==> src/design/gps_pkg.sv <==
// Shared types and constants for the game pad poll serial master.
package gps_pkg;

  // Frame lengths in bytes.
  localparam int unsigned SHORT_FRAME_BYTES = 9;
  localparam int unsigned FULL_FRAME_BYTES  = 21;

  // Byte counter is wide enough to hold the full frame length itself.
  localparam int unsigned BYTE_CNT_W = $clog2(FULL_FRAME_BYTES + 1);

  // Register field widths.
  localparam int unsigned TICK_W    = 16;
  localparam int unsigned CFG_IDX_W = 1;

  // Configuration register indexes.
  localparam logic [CFG_IDX_W-1:0] CFG_CLOCK_HALF_TICKS = 1'b0;
  localparam logic [CFG_IDX_W-1:0] CFG_BYTE_GAP_TICKS   = 1'b1;

  // Configuration reset values.
  localparam logic [TICK_W-1:0] CLOCK_HALF_RESET = 16'd100;
  localparam logic [TICK_W-1:0] BYTE_GAP_RESET   = 16'd200;

  // Transmit bytes and the reply code that selects the long frame.
  localparam logic [7:0] TX_BYTE0      = 8'h01;
  localparam logic [7:0] TX_BYTE1      = 8'h42;
  localparam logic [7:0] FULL_REPLY_ID = 8'h79;

  // Timing configuration as seen by the sequencer.
  typedef struct packed {
    logic [TICK_W-1:0] clock_half_ticks;
    logic [TICK_W-1:0] byte_gap_ticks;
  } cfg_t;

  // One result item.
  typedef struct packed {
    logic       busy_res;
    logic       frame_last;
    logic [4:0] byte_index;
    logic [7:0] byte_value;
    logic       byte_valid;
    logic       attention_line;
    logic       command_line;
    logic       clock_line;
  } result_t;

endpackage

==> src/design/gamepad_poll_serial_master.sv <==
// Top level of the game pad poll serial master.
//
//   Channel   Direction  Payload
//   s_axis    in         tdata: poll_request, data_line (one tick per item)
//   m_axis    out        tdata: pad lines, received byte, busy; tlast: frame_last
//   cfg       in         write enable, index, 16-bit data (two timing registers)
//
// Each accepted item is one tick and yields one result item, registered in the cycle after.
// One item is accepted every cycle while the sink keeps up; the output
// register frees in the same cycle that its item is taken.
// Reset clears the sequencer to idle and loads the timing defaults.
// A stall on the output holds the input side off; no tick is lost.
module gamepad_poll_serial_master (
  input  logic                          clk_i,
  input  logic                          rst_ni,
  // Input items; tdata bit 0 poll_request, bit 1 data_line, bits 7:2 zero.
  input  logic                          s_axis_tvalid,
  output logic                          s_axis_tready,
  input  logic [7:0]                    s_axis_tdata,
  // Result items; tdata bit 0 clock_line, 1 command_line, 2 attention_line,
  // 3 byte_valid, 11:4 byte_value, 16:12 byte_index, 17 busy_res, 23:18 zero.
  output logic                          m_axis_tvalid,
  input  logic                          m_axis_tready,
  output logic [23:0]                   m_axis_tdata,
  output logic                          m_axis_tlast,
  // Configuration writes.
  input  logic                          cfg_we_i,
  input  logic [gps_pkg::CFG_IDX_W-1:0] cfg_addr_i,
  input  logic [gps_pkg::TICK_W-1:0]    cfg_wdata_i
);

  gps_pkg::cfg_t    cfg;
  gps_pkg::result_t core_res;
  gps_pkg::result_t out_res;
  logic             space;
  logic             accept;

  assign s_axis_tready = space;
  assign accept        = s_axis_tvalid && space;

  gps_cfg_regs u_cfg (
    .clk_i       (clk_i),
    .rst_ni      (rst_ni),
    .cfg_we_i    (cfg_we_i),
    .cfg_addr_i  (cfg_addr_i),
    .cfg_wdata_i (cfg_wdata_i),
    .cfg_o       (cfg)
  );

  gps_core u_core (
    .clk_i          (clk_i),
    .rst_ni         (rst_ni),
    .accept_i       (accept),
    .poll_request_i (s_axis_tdata[0]),
    .data_line_i    (s_axis_tdata[1]),
    .cfg_i          (cfg),
    .result_o       (core_res)
  );

  gps_out_buf u_out (
    .clk_i    (clk_i),
    .rst_ni   (rst_ni),
    .load_i   (accept),
    .result_i (core_res),
    .take_i   (m_axis_tready),
    .space_o  (space),
    .valid_o  (m_axis_tvalid),
    .result_o (out_res)
  );

  // Pack the result fields onto the output stream.
  assign m_axis_tdata = {6'd0,
                         out_res.busy_res,
                         out_res.byte_index,
                         out_res.byte_value,
                         out_res.byte_valid,
                         out_res.attention_line,
                         out_res.command_line,
                         out_res.clock_line};
  assign m_axis_tlast = out_res.frame_last;

endmodule

==> src/design/gps_cfg_regs.sv <==
// Timing configuration registers written through the plain write port.
module gps_cfg_regs (
  input  logic                           clk_i,
  input  logic                           rst_ni,
  input  logic                           cfg_we_i,
  input  logic [gps_pkg::CFG_IDX_W-1:0]  cfg_addr_i,
  input  logic [gps_pkg::TICK_W-1:0]     cfg_wdata_i,
  output gps_pkg::cfg_t                  cfg_o
);

  gps_pkg::cfg_t cfg_q, cfg_d;

  // Decode the write into the addressed register.
  always_comb begin
    cfg_d = cfg_q;
    if (cfg_we_i) begin
      unique case (cfg_addr_i)
        gps_pkg::CFG_CLOCK_HALF_TICKS: cfg_d.clock_half_ticks = cfg_wdata_i;
        gps_pkg::CFG_BYTE_GAP_TICKS:   cfg_d.byte_gap_ticks   = cfg_wdata_i;
        default:                       cfg_d = cfg_q;
      endcase
    end
  end

  always_ff @(posedge clk_i or negedge rst_ni) begin
    if (!rst_ni) begin
      cfg_q.clock_half_ticks <= gps_pkg::CLOCK_HALF_RESET;
      cfg_q.byte_gap_ticks   <= gps_pkg::BYTE_GAP_RESET;
    end else begin
      cfg_q <= cfg_d;
    end
  end

  assign cfg_o = cfg_q;

endmodule

==> src/design/gps_core.sv <==
// Frame sequencer: advances one tick per accepted item and forms its result.
module gps_core (
  input  logic              clk_i,
  input  logic              rst_ni,
  input  logic              accept_i,
  input  logic              poll_request_i,
  input  logic              data_line_i,
  input  gps_pkg::cfg_t     cfg_i,
  output gps_pkg::result_t  result_o
);

  typedef enum logic [2:0] {
    PH_IDLE = 3'd0,
    PH_GAP  = 3'd1,
    PH_PRE  = 3'd2,
    PH_LOW  = 3'd3,
    PH_HIGH = 3'd4
  } phase_e;

  localparam int unsigned BCW = gps_pkg::BYTE_CNT_W;
  localparam int unsigned TW  = gps_pkg::TICK_W;

  phase_e          phase_q, phase_d;
  logic [TW-1:0]   tick_q, tick_d;
  logic [2:0]      bit_q, bit_d;
  logic [BCW-1:0]  byte_q, byte_d;
  logic [7:0]      shift_q, shift_d;
  logic [BCW-1:0]  flen_q, flen_d;

  logic [TW:0]     tick_next;
  logic            half_done;
  logic            gap_done;
  logic [7:0]      tx_byte;
  logic            tx_bit;
  logic [7:0]      shift_base;
  gps_pkg::result_t res;

  // Elapsed-tick compares: a phase always lasts at least one tick.
  assign tick_next = {1'b0, tick_q} + {{TW{1'b0}}, 1'b1};
  assign half_done = tick_next >= {1'b0, cfg_i.clock_half_ticks};
  assign gap_done  = tick_next >= {1'b0, cfg_i.byte_gap_ticks};

  // Command byte for the current position, sent least significant bit first.
  always_comb begin
    priority if (byte_q == BCW'(0)) begin
      tx_byte = gps_pkg::TX_BYTE0;
    end else if (byte_q == BCW'(1)) begin
      tx_byte = gps_pkg::TX_BYTE1;
    end else begin
      tx_byte = 8'h00;
    end
  end
  assign tx_bit = tx_byte[bit_q];

  assign shift_base = (bit_q == 3'd0) ? 8'h00 : shift_q;

  // Next state and result for this tick.
  always_comb begin
    phase_d = phase_q;
    tick_d  = tick_q;
    bit_d   = bit_q;
    byte_d  = byte_q;
    shift_d = shift_q;
    flen_d  = flen_q;

    res                = '0;
    res.clock_line     = 1'b1;
    res.command_line   = 1'b1;
    res.attention_line = (phase_q == PH_IDLE);
    res.busy_res       = (phase_q != PH_IDLE);

    unique case (phase_q)
      PH_IDLE: begin
        if (poll_request_i) begin
          phase_d = PH_GAP;
          tick_d  = '0;
          bit_d   = '0;
          byte_d  = '0;
          shift_d = '0;
          flen_d  = BCW'(gps_pkg::SHORT_FRAME_BYTES);
        end
      end
      PH_GAP: begin
        if (gap_done) begin
          tick_d  = '0;
          phase_d = (byte_q >= flen_q) ? PH_IDLE : PH_PRE;
        end else begin
          tick_d = tick_next[TW-1:0];
        end
      end
      PH_PRE: begin
        if (half_done) begin
          tick_d  = '0;
          bit_d   = '0;
          phase_d = PH_LOW;
        end else begin
          tick_d = tick_next[TW-1:0];
        end
      end
      PH_LOW: begin
        res.clock_line   = 1'b0;
        res.command_line = tx_bit;
        if (half_done) begin
          shift_d = shift_base | (8'(data_line_i) << bit_q);
          if (bit_q == 3'd7) begin
            // The second reply byte decides the frame length.
            if (byte_q == BCW'(1)) begin
              flen_d = (shift_d == gps_pkg::FULL_REPLY_ID) ?
                       BCW'(gps_pkg::FULL_FRAME_BYTES) :
                       BCW'(gps_pkg::SHORT_FRAME_BYTES);
            end
            res.byte_valid = 1'b1;
            res.byte_value = shift_d;
            res.byte_index = 5'(byte_q);
            res.frame_last = ({1'b0, byte_q} + (BCW+1)'(1)) == {1'b0, flen_d};
          end
          tick_d  = '0;
          phase_d = PH_HIGH;
        end else begin
          tick_d = tick_next[TW-1:0];
        end
      end
      PH_HIGH: begin
        res.command_line = tx_bit;
        if (half_done) begin
          tick_d = '0;
          if (bit_q == 3'd7) begin
            bit_d   = '0;
            byte_d  = byte_q + BCW'(1);
            phase_d = PH_GAP;
          end else begin
            bit_d   = bit_q + 3'd1;
            phase_d = PH_LOW;
          end
        end else begin
          tick_d = tick_next[TW-1:0];
        end
      end
      default: begin
        phase_d = PH_IDLE;
        tick_d  = '0;
        bit_d   = '0;
      end
    endcase
  end

  // State advances only on ticks that are accepted.
  always_ff @(posedge clk_i or negedge rst_ni) begin
    if (!rst_ni) begin
      phase_q <= PH_IDLE;
      tick_q  <= '0;
      bit_q   <= '0;
      byte_q  <= '0;
      shift_q <= '0;
      flen_q  <= BCW'(gps_pkg::SHORT_FRAME_BYTES);
    end else if (accept_i) begin
      phase_q <= phase_d;
      tick_q  <= tick_d;
      bit_q   <= bit_d;
      byte_q  <= byte_d;
      shift_q <= shift_d;
      flen_q  <= flen_d;
    end
  end

  assign result_o = res;

endmodule

==> src/design/gps_out_buf.sv <==
// Output register that holds one result item until the sink takes it.
module gps_out_buf (
  input  logic              clk_i,
  input  logic              rst_ni,
  input  logic              load_i,
  input  gps_pkg::result_t  result_i,
  input  logic              take_i,
  output logic              space_o,
  output logic              valid_o,
  output gps_pkg::result_t  result_o
);

  logic             valid_q, valid_d;
  gps_pkg::result_t data_q;

  // Free when empty or when the held item leaves this cycle.
  assign space_o = !valid_q || take_i;

  always_comb begin
    valid_d = valid_q;
    if (load_i) begin
      valid_d = 1'b1;
    end else if (take_i) begin
      valid_d = 1'b0;
    end
  end

  always_ff @(posedge clk_i or negedge rst_ni) begin
    if (!rst_ni) begin
      valid_q <= 1'b0;
    end else begin
      valid_q <= valid_d;
    end
  end

  // Payload needs no reset.
  always_ff @(posedge clk_i) begin
    if (load_i) begin
      data_q <= result_i;
    end
  end

  assign valid_o  = valid_q;
  assign result_o = data_q;

endmodule

==> config.mk <==
export PLATFORM = sky130hd
export DESIGN_NAME = gamepad_poll_serial_master
export DESIGN_NICKNAME = d
export VERILOG_FILES = /design/src/design/gps_pkg.sv /design/src/design/gamepad_poll_serial_master.sv /design/src/design/gps_cfg_regs.sv /design/src/design/gps_core.sv /design/src/design/gps_out_buf.sv
export SDC_FILE = /design/constraint.sdc
export NUM_CORES = 1
export LEC_CHECK = 0
export BUFFER_PORTS_ARGS = -buffer_cell sky130_fd_sc_hd__buf_2
export CORE_ASPECT_RATIO = 0.7
export CORE_MARGIN = 3
export CORE_UTILIZATION = 30
export CTS_CLUSTER_SIZE = 20
export DETAILED_ROUTE_END_ITERATION = 8
export PLACE_DENSITY_LB_ADDON = 0.25
export SYNTH_ARGS = -nofsm -noshare
export SYNTH_HDL_FRONTEND = slang
export SYNTH_HIERARCHICAL = 1
export SYNTH_SLANG_ARGS = --single-unit
==> constraint.sdc <==
create_clock -name clk_i -period 4 [get_ports clk_i]
set_input_delay 0.6 -clock clk_i [delete_from_list [all_inputs] [get_ports clk_i]]
set_output_delay 0.6 -clock clk_i [all_outputs]
set_load 0.02 [all_outputs]
==> metrics.txt, run 1 <==
Synth area leaders dfrtp_1 (31%), edfxtp_1 (11%), ha_1 (10%), mux2_2 (5.7%), dfstp_2 (4.0%); Data required, critical path 4230 ps; Hold Violations, Final 0; Core ar. 17,300 sq um; fin crit period 3800 ps; layout cell share with drive strength beyond 1 25.2%; WHS 118 ps; routed length per instance between 15 and 20 microns; asr flop ratio synth approximately 79%; max cap viols 0; DIE WIDTH 165 microns; mux cell area share after synthesis 8.92%; gr usage total about an eighth; Tightest Pin Transition 613 ps; I/O pin count 57; post-synthesis xor/xnor area fraction 3.30%; Slew Limit Headroom around three fifths; top-area cell type share of the netlist area between 30% and 40%; clock root cell clkbuf_16; Initial Utilization 30.8%; switching share of power 29.5%; routed vias ~3.7k; initial antenna violation count 0; CP arrival 4030 ps; full die area 19,400 sq um; worst reg2reg startpoint u_core/tick_q[1]; Worst Setup End Kind flip-flop; first drt pass iteration count 4; critical path's largest stage delay around 550 ps; DRT antenna net count 0; leakage 2.87 nW; die height 117 microns; simple logic cell fraction of the synthesized area 12.4%; worst r2r path cells 13; Power Dens Cells 434 nW/um^2; Via density 4.79; post-synthesis cell type count 63; number of synthesized flops with an enable pin 19; P&R area growth vs syn 16.7%; fin util 35.9%; Synth Area in Compound Gates 13.7%; Seq pwr share 42.0%; vias in the first global route 3,765; Diodes inserted 0; GPL Wtd Cong just over 0.8; synthesized area 5310 sq um; # rows 40; cell taking the most area after synthesis dfrtp_1; clk sinks around 90; Port Buf Inserts 44; reg2reg end u_core/byte_q[4]; GRT overflow 0; synth warn 6; Yosys reg bits 92; Worst Skew 10.5 ps; sequential share of the synthesized area between 40 and 50%; largest family of logic cells by synthesized area compound AO/OA/AOI/OAI gates; total power about 0.0027 W; worst vdd ir between 0.2 and 0.25 mV; Int Pwr 0.00190 W; Final Cycle Share 95.1%; final wirelength around 12 mm; clock share of power 36.8%; CTS tree yes; CP most frequent cell ha_1; most frequent cells after synthesis dfrtp_1 (65), inv_1 (49), ha_1 (44), nand2_1 (31), nor2_1 (30); Detail Placement HPWL around 9 mm; Synth Area in Adders 10.4%; Non-Filler Instances 782; CP cell instances ha_1 -> nand3_2 -> or4_4 -> nor2_1 -> xor2_1 -> ha_1 -> nand4_1 -> or2_2 -> o221a_2 -> o211ai_2 -> nand2_2 -> a2111oi_4 -> mux2_2; slowest library cell on the worst path or4_4; fmax between 0.2 and 0.3 GHz; CTS Buf Count 9; Initial DRC Count 227; Psw 0.000793 W; worst-skew pair later-pin latency roughly 350 ps; number of remaining DRC errors 0; Gate power share 21.2%; # H-tree levels 3; Max FO, Critical Path 5; Post-synth top flop dfrtp_1; CP startpoint kind flip-flop; Worst-path clk slew approximately 70 ps; Final nets 620; final-report setup violation count 0; Inst Count DP 766; worst min-delay path category in -> async; count leader, synth dfrtp_1; Setup CP Type reg -> reg; Clock Path Buffers 2; TNS Setup 0 ps; global-route wire length before repair 19.7 mm; Cells after Synth 490; status complete, no violations; RSZ-0062 raised after global routing false; R2R setup slack 200 ps; CTS Hold Buffers Added 0; synthesized area per cell 10.8 sq um; largest net degree at the start of global routing 33; pins over their slew limit 0
-- through the flow --
step                      setup slack, ps  cell area, sq um
after floorplan                       429              5330
after global placement                236              5850
after detailed placement              163              5850
after CTS                             132              6190
after global routing                 7.17              6200
final                                 197              6200
-- cell usage in the layout (no fill, tap or decap), drive strengths merged, types with 3 or more instances in the layout --
| cell type | instances |
|---|---|
| a211oi | 7 |
| o31ai | 6 |
| o21ai | 11 |
| buf | 62 |
| xnor2 | 12 |
| clkinv | 3 |
| bufinv | 3 |
| inv | 50 |
| nand3 | 11 |
| a22o | 17 |
| dfrtp | 65 |
| nand2 | 33 |
| nand2b | 7 |
| mux2 | 37 |
| nor2 | 30 |
| or3 | 3 |
| o211ai | 3 |
| nor4 | 4 |
| edfxtp | 19 |
| ha | 44 |
| nor3 | 9 |
| and4 | 3 |
| dfstp | 8 |
| xor2 | 8 |
| conb | 6 |
| clkbuf | 10 |
| a2111oi | 4 |
| nand4 | 11 |
| a21oi | 16 |
| and2 | 6 |
| or2 | 3 |
| a21o | 10 |
-- layer usage --
metal / up-vias / routed length, microns / track usage (%)
met3: 12 / 451 / 2.68
met1: 1813 / 6350 / 19.4
met5: - / 0 / 0
met4: 0 / 148 / 3.25
li1: 1859 / - / -
met2: 64 / 4930 / 18.2
-- cell type report --
cell class	instances	area, sq um
repair buffers	62	355
multi-input cells	331	2620
flip-flops and latches	92	2410
inverters	50	188
well taps	231	289
clock inverters	6	113
clock buffers	10	229
fillers	1711	11100
-- worst max-delay path, delay by kind of cell, from the launching register on --
family,cells,cell delay [ps]
xor+xnor,1,240
fa+ha+maj,2,430
mux,1,380
simple gates,6,1410
compound gates,3,850
flops,1,380
-- cell families after synthesis --
group                    after synthesis
buffers and inverters                 72
other                                  1
flip-flops                            92
adder cells (fa/ha/maj)               44
AO/OA/AOI/OAI                         96
multiplexers                          39
AND/OR/NAND/NOR                      126
XOR/XNOR                              20
-- registers in the layout, indices dropped and copies added (netlist names) --
register        flops
u_cfg/cfg_o        32
u_core/bit_q        3
u_core/byte_q       5
u_core/flen_q       5
u_core/phase_q      3
u_core/shift_q      8
u_core/tick_q      16
u_out/result_o     19
u_out/valid_o       1
-- power groups by stage --
stage          clock network, W  logic (W)  registers (W)
4_1_cts                 0.00102   0.000576        0.00113
2_1_floorplan                 0   0.000397        0.00113
6_report               0.000989   0.000570        0.00113
3_3_place_gp                  0   0.000559        0.00114
5_1_grt                 0.00105   0.000638        0.00115
3_5_place_dp                  0   0.000573        0.00115
-- how the worst max path moves through the flow --
| stage | from | to | slack (ps) | cells past startpoint |
|---|---|---|---|---|
| 6_report | u_core/tick_q[1] | u_core/byte_q[4] | 200 | 13 |
| 5_1_grt | u_core/tick_q[0] | u_core/byte_q[4] | 7 | 13 |
| 4_1_cts | u_core/tick_q[1] | u_core/byte_q[4] | 130 | 13 |
| 3_5_place_dp | u_core/tick_q[1] | u_core/byte_q[4] | 160 | 13 |
| 3_3_place_gp | u_core/tick_q[0] | u_core/byte_q[3] | 240 | 13 |
| 2_1_floorplan | u_core/tick_q[0] | u_core/byte_q[0] | 430 | 13 |
-- timing repair --
| action | in CTS | in global routing |
|---|---|---|
| gates resized for setup | 0 | 3 |
| setup buffers | 0 | 0 |
| endpoints found under the setup margin | 0 | 42 |
(Power assumes the default switching activity.)
==> run 2, diff against run 1 <==
--- a/config.mk
+++ b/config.mk
@@ -5,6 +5,7 @@
 export SDC_FILE = /design/constraint.sdc
 export NUM_CORES = 1
 export LEC_CHECK = 0
+export ABC_AREA = 1
 export BUFFER_PORTS_ARGS = -buffer_cell sky130_fd_sc_hd__buf_2
 export CORE_ASPECT_RATIO = 0.7
 export CORE_MARGIN = 3
==> run 2 against run 1 <==
Sequential cell count unchanged; non-clock buffer count down 15; clock-buffer cell count rose by 1; synthesized cell count is 54% higher; clock skew rose by 3.5 ps; setup slack better by 290 ps; via count up 26%; combinational power is 74% higher; largest power group unchanged.
==> metrics.txt, run 2 <==
synth warn 6 (unchanged); post-synthesis cell type count 49 (-22%); Design Area, Final 6660 sq um (+7.4%); final setup margin 485 ps (+289 ps); fmax 0.285 GHz (+8.2%); Port Buf Inserts 44 (unchanged); leakage 3.39 nW (+18%); CTS tree yes; CP cell instances ha_1 -> nand2_1 -> nor2_2 -> nand2_1 -> nor2_1 -> nand2_1 -> nor2_2 -> nand2_1 -> o21bai_1 -> o21ai_1 -> inv_1 -> ha_1 -> nand2_1 -> nor2_1 -> nand2_1 -> nand2_1 -> nand2_1 -> nand3_1 -> nor2_2 -> nand2_2 -> nand3_2 -> buf_4 -> nor3b_1; most frequent cells after synthesis nand2_1 (245), inv_1 (105), dfrtp_1 (65), nand3_1 (60), nor2_1 (50); Hold Violations, Final 0 (unchanged); global-route wire length before repair 23.0 mm (+17%); GRT overflow 0 (unchanged); DIE WIDTH 174 microns (+5.5%); routed length per instance 12.8 microns (-16%); Max FO, Critical Path 9 (+4); Multi-input gate area 2930 sq um (+12%); # H-tree levels 3 (unchanged); largest net degree at the start of global routing 50 (+52%); Initial Utilization 31.0% (+0.18 points); full die area 21,500 sq um (+11%); WHS 276 ps (+158 ps); CP most frequent cell nand2_1; Power Dens Cells 454 nW/um^2 (+4.6%); Cells after Synth 753 (+54%); number of buffers and inverters on the critical path 2 (+2); dpl cell area 6350 sq um (+8.5%); largest family of logic cells by synthesized area simple AND/OR/NAND/NOR gates; initial antenna violation count 0 (unchanged); first drt pass iteration count 5 (+1); Clock Path Buffers 2 (unchanged); Final Cycle Share 87.9% (-7.2 points); worst vdd ir 0.210 mV (+1.4%); Slew Limit Headroom 54.1% (-4.9 points); max cap viols 0 (unchanged); TNS Setup 0 ps (unchanged); die height 124 microns (+5.4%); GPL Wtd Cong 0.822 (-0.40%); top-area cell type share of the netlist area 27.4% (-3.2 points); Fillers 2,039 (+19%); P&R area growth vs syn 12.2%; post-synthesis xor/xnor area fraction 1.77% (-1.5 points); total power 0.00302 W (+12%); worst slack, placed 333 ps (+169 ps); Yosys reg bits 92 (unchanged); sequential share of the synthesized area 40.5% (-4.8 points); routed vias 4,706 (+26%); register area 2410 sq um (about the same); pins over their slew limit 0 (unchanged); Synth area leaders dfrtp_1 (27%), nand2_1 (15%), edfxtp_1 (9.6%), ha_1 (9.3%), inv_1 (6.6%); worst min-delay path category in -> async; Diodes inserted 0 (unchanged); CP arrival 3620 ps (-410 ps); Final nets 868 (+40%); Synth Area in Compound Gates 5.73% (-8.0 points); Initial DRC Count 370 (+63%); Detail Placement HPWL 10.1 mm (+12%); Worst Setup End Kind flip-flop; cell taking the most area after synthesis dfrtp_1; asr flop ratio synth 79.3% (unchanged); # rows 42 (+5.0%); synthesized area per cell 7.88 sq um (-27%); Tightest Pin Transition 688 ps (+75.5 ps); clock root cell clkbuf_16; vias in the first global route 4,499 (+19%); DRT antenna net count 0 (unchanged); Data required, critical path 4110 ps (-120 ps); max reg flops 32 (unchanged); Setup CP Type reg -> reg; slowest library cell on the worst path dfrtp_1; final wirelength 13.6 mm (+14%); most common cell after layout, fill and taps aside nand2_1; fin crit period 3510 ps (-289 ps); final-report setup violation count 0 (unchanged); number of synthesized flops with an enable pin 19 (unchanged); CTS Buf Count 9 (unchanged); Synth Area in Adders 9.27% (-1.1 points); worst-skew pair later-pin latency 350 ps (about the same); synthesized area 5940 sq um (+12%); Crit path max-delay family simple AND/OR/NAND/NOR gates; CP startpoint kind flip-flop; Post-synth top flop dfrtp_1; clk sinks 92 (unchanged); number of remaining DRC errors 0 (unchanged); gr usage total 13.4% (+0.63 points); mux cell area share after synthesis 0% (-8.9 points); RSZ-0062 raised after global routing false; critical path's largest stage delay 430 ps (-120 ps); Via density 4.43 (-7.6%); simple logic cell fraction of the synthesized area 31.9% (+19 points); layout cell share with drive strength beyond 1 16.0% (-9.2 points); Worst Skew 14.0 ps (+3.50 ps); I/O pin count 57 (unchanged); Core ar. 19,200 sq um (+11%); status complete, no violations; most frequent cells in the layout nand2_1 (245), inv_1 (105), dfrtp_1 (65); Worst-path clk slew 70 ps (about the same); count leader, synth nand2_1
[run 2: per-stage QoR]
step | instances | utilization [%]
global placement | 1047 | 33.1
global route | 1063 | 34.7
detailed placement | 1047 | 33.1
floorplan | 758 | -
CTS | 1063 | 34.7
finish | 1063 | 34.7
[run 2: area by class of cell]
class | count | area share (%)
clock buffer | 11 | 3.64
clock inverter | 5 | 0.920
inverter | 116 | 6.76
multi-input combinational | 528 | 43.9
sequential | 92 | 36.1
tap | 264 | 4.96
timing repair buffer | 47 | 3.68
[run 2: final timing paths]
path                             startpoint                 to  slack [ps]  depth (start not counted)
setup / recovery           u_core/tick_q[0]  u_out/result_o[9]         490                         23
hold / removal                       rst_ni     u_cfg/cfg_o[4]         280                          1
setup reg to reg           u_core/tick_q[0]  u_out/result_o[9]         490                         23
hold reg to reg             u_cfg/cfg_o[21]    u_cfg/cfg_o[21]         460                          2
max in group asynchronous            rst_ni   u_core/flen_q[0]        2860                          2
min in group clk_i          u_cfg/cfg_o[21]    u_cfg/cfg_o[21]         460                          2
[run 2: power by group]
part           internal, W  switching, W  total (W)
clock network     0.000505      0.000378   0.000883
registers          0.00107     0.0000813    0.00115
logic             0.000293      0.000695   0.000989
total              0.00187       0.00115    0.00302
[run 2: kinds of logic after synthesis]
group                    after synthesis
AO/OA/AOI/OAI                         52
XOR/XNOR                              12
adder cells (fa/ha/maj)               44
buffers and inverters                138
flip-flops                            92
other                                  1
AND/OR/NAND/NOR                      414
[run 2: repair_timing]
item                                    CTS  global route
buffers inserted                          0             0
hold buffers                              0             0
resized for setup                         0             3
endpoints found under the setup margin    0            11
[run 2: routing by layer]
layer  global-route usage (%)  wire, microns
met1                     19.5           7330
met2                     19.8           5600
met3                     3.14            492
met4                     3.82            153
met5                        0              0
==> run 3, diff against run 2 <==
--- a/config.mk
+++ b/config.mk
@@ -6,12 +6,12 @@
 export NUM_CORES = 1
 export LEC_CHECK = 0
 export ABC_AREA = 1
-export BUFFER_PORTS_ARGS = -buffer_cell sky130_fd_sc_hd__buf_2
 export CORE_ASPECT_RATIO = 0.7
 export CORE_MARGIN = 3
 export CORE_UTILIZATION = 30
 export CTS_CLUSTER_SIZE = 20
 export DETAILED_ROUTE_END_ITERATION = 8
+export DONT_BUFFER_PORTS = 1
 export PLACE_DENSITY_LB_ADDON = 0.25
 export SYNTH_ARGS = -nofsm -noshare
 export SYNTH_HDL_FRONTEND = slang
==> run 3 against run 2 <==
Non-clock buffer count is 43 lower; combinational power is 6.8% lower; wire length is 1.0% higher; sequential cell count stayed put; largest cell class unchanged; sequential power hardly changed; clock power is 9.2% higher; critical path depth is 5 lower; first-iteration DRC count is 13% lower; final area is 2.6% lower; highest routed layer unchanged.
==> metrics.txt, run 3 (same netlist as run 2, synthesis figures left out) <==
most common cell after layout, fill and taps aside nand2_1; pins over their slew limit 0 (unchanged); gr usage total 13.4% (unchanged); Crit path max-delay family simple AND/OR/NAND/NOR gates; worst reg2reg startpoint u_core/tick_q[0]; CP arrival 3780 ps (+160 ps); Core ar. 19,200 sq um (unchanged); Detail Placement HPWL 9.95 mm (-1.5%); Hold Violations, Final 0 (unchanged); R2R setup slack 410 ps (-70 ps); TNS Setup 0 ps (unchanged); slowest library cell on the worst path dfrtp_1; critical path's largest stage delay 430 ps (about the same); number of buffers and inverters on the critical path 4 (+2); final-report setup violation count 0 (unchanged); CP cell instances inv_1 -> nor2_1 -> nand3_1 -> nor2_2 -> nand3_1 -> nor2_2 -> xor2_1 -> inv_1 -> ha_1 -> nand2_1 -> nor3_1 -> inv_1 -> nor2_1 -> nand2_2 -> nand2_2 -> nand3_1 -> buf_4 -> nor3b_1; GPL Wtd Cong 0.793 (-3.6%); Initial Utilization 31.0% (unchanged); worst r2r path cells 18 (-22%); Clock Path Buffers 2 (unchanged); die height 124 microns (unchanged); CTS tree yes; WHS 82.2 ps (-193 ps); full die area 21,500 sq um (unchanged); clk sinks 92 (unchanged); clock root cell clkbuf_16; fin crit period 3590 ps (+72.9 ps); # H-tree levels 3 (unchanged); I/O pin count 57 (unchanged); worst setup path start u_core/tick_q[0]; Max FO, Critical Path 13 (+4); DRT antenna net count 0 (unchanged); Via density 4.41 (-0.46%); fmax 0.279 GHz (-2.0%); Final nets 825 (-5.0%); final wirelength 13.7 mm (+1.0%); routed length per instance 13.4 microns (+5.3%); Worst Setup End Kind flip-flop; worst-skew pair later-pin latency 360 ps (about the same); most frequent cells in the layout nand2_1 (245), inv_1 (105), dfrtp_1 (65); vias in the first global route 4,261 (-5.3%); # rows 42 (unchanged); initial antenna violation count 0 (unchanged); worst vdd ir 0.180 mV (-14%); Worst Skew 15.0 ps (+0.981 ps); largest net degree at the start of global routing 66 (+32%); Worst-path clk slew 70 ps (about the same); Data required, critical path 4200 ps (+90 ps); CTS Buf Count 9 (unchanged); global-route wire length before repair 22.7 mm (-1.3%); Setup CP Type reg -> reg; layout cell share with drive strength beyond 1 11.1% (-4.9 points); GRT overflow 0 (unchanged); DIE WIDTH 174 microns (unchanged); Initial DRC Count 321 (-13%); Diodes inserted 0 (unchanged); Final Cycle Share 89.7% (+1.8 points); max cap viols 0 (unchanged); max reg flops 32 (unchanged); worst min-delay path category in -> async; Power Dens Cells 472 nW/um^2 (+4.1%); P&R area growth vs syn 9.31%; RSZ-0062 raised after global routing false; leakage 3.24 nW (-4.4%); number of remaining DRC errors 0 (unchanged); status complete, no violations; CP startpoint kind flip-flop; # Post-CTS Setup Buffers 0 (unchanged); first drt pass iteration count 5 (unchanged); Port Buf Inserts 0 (-100%); routed vias 4,495 (-4.5%); reg2reg end u_out/result_o[9]
-- run 3: changes by cell type in the layout (fill, tap and decap cells not counted), sizes merged --
| cell | change |
|---|---|
| clkbuf | -2 |
| bufinv | +1 |
| clkinv | -2 |
| inv | +3 |
| buf | -43 |
-- run 3: layer usage --
layer | vias to the layer above | GRT usage (%) | routed length [microns]
met4 | 0 | 3.92 | 99
met3 | 4 | 3.05 | 590
met5 | - | 0 | 0
met1 | 2055 | 19.6 | 7350
li1 | 2373 | - | -
met2 | 63 | 19.7 | 5680
-- run 3: power by group --
| part | leakage, nW | internal [W] | switching (W) |
|---|---|---|---|
| Sequential | 1.13 | 0.00107 | 0.000108 |
| Clock | 0.162 | 0.000559 | 0.000405 |
| Combinational | 1.95 | 0.000277 | 0.000645 |
| Total | 3.24 | 0.00191 | 0.00116 |
-- run 3: how the worst max path moves through the flow --
stage | slack, ps | endpoint | depth (start not counted)
2_1_floorplan | 970 | u_out/result_o[12] | 21
3_3_place_gp | 390 | u_out/result_o[9] | 21
3_5_place_dp | 350 | u_out/result_o[9] | 21
4_1_cts | 330 | u_out/result_o[9] | 21
5_1_grt | 5 | u_out/result_o[9] | 19
6_report | 410 | u_out/result_o[9] | 18
-- run 3: area by class of cell --
class | count | area (sq um)
clock buffers | 9 | 225
clock inverters | 7 | 104
fillers | 2039 | 12700
inverters | 116 | 450
multi-input cells | 528 | 2920
flip-flops and latches | 92 | 2410
well taps | 264 | 330
repair buffers | 4 | 50.0
-- run 3: per-stage QoR --
| stage | instance area, sq um | worst slack [ps] | power, W | instances | util, % |
|---|---|---|---|---|---|
| 2_1_floorplan | 5960 | 968 | 0.00196 | 758 | - |
| 5_1_grt | 6490 | 5.29 | 0.00328 | 1020 | 33.8 |
| 6_report | 6490 | 413 | 0.00306 | 1020 | 33.8 |
| 4_1_cts | 6480 | 333 | 0.00312 | 1020 | 33.8 |
| 3_5_place_dp | 6120 | 350 | 0.00211 | 1003 | 31.9 |
| 3_3_place_gp | 6120 | 386 | 0.00210 | 1003 | 31.9 |
-- run 3: worst register-to-register path, cell delays in order, from the launching register on --
cell and delay (ps):
dfrtp_1 430, inv_1 90, nor2_1 170, nand3_1 210
nor2_2 180, nand3_1 190, nor2_2 200, xor2_1 170
inv_1 110, ha_1 290, nand2_1 60, nor3_1 270
inv_1 80, nor2_1 130, nand2_2 100, nand2_2 120
nand3_1 200, buf_4 260, nor3b_1 180
-- run 3: what timing repair did --
action / in CTS / in global routing
hold endpoints to repair: 65 / 0
hold buffers: 1 / 0
resized for setup: 0 / 2
endpoints found under the setup margin: 0 / 14
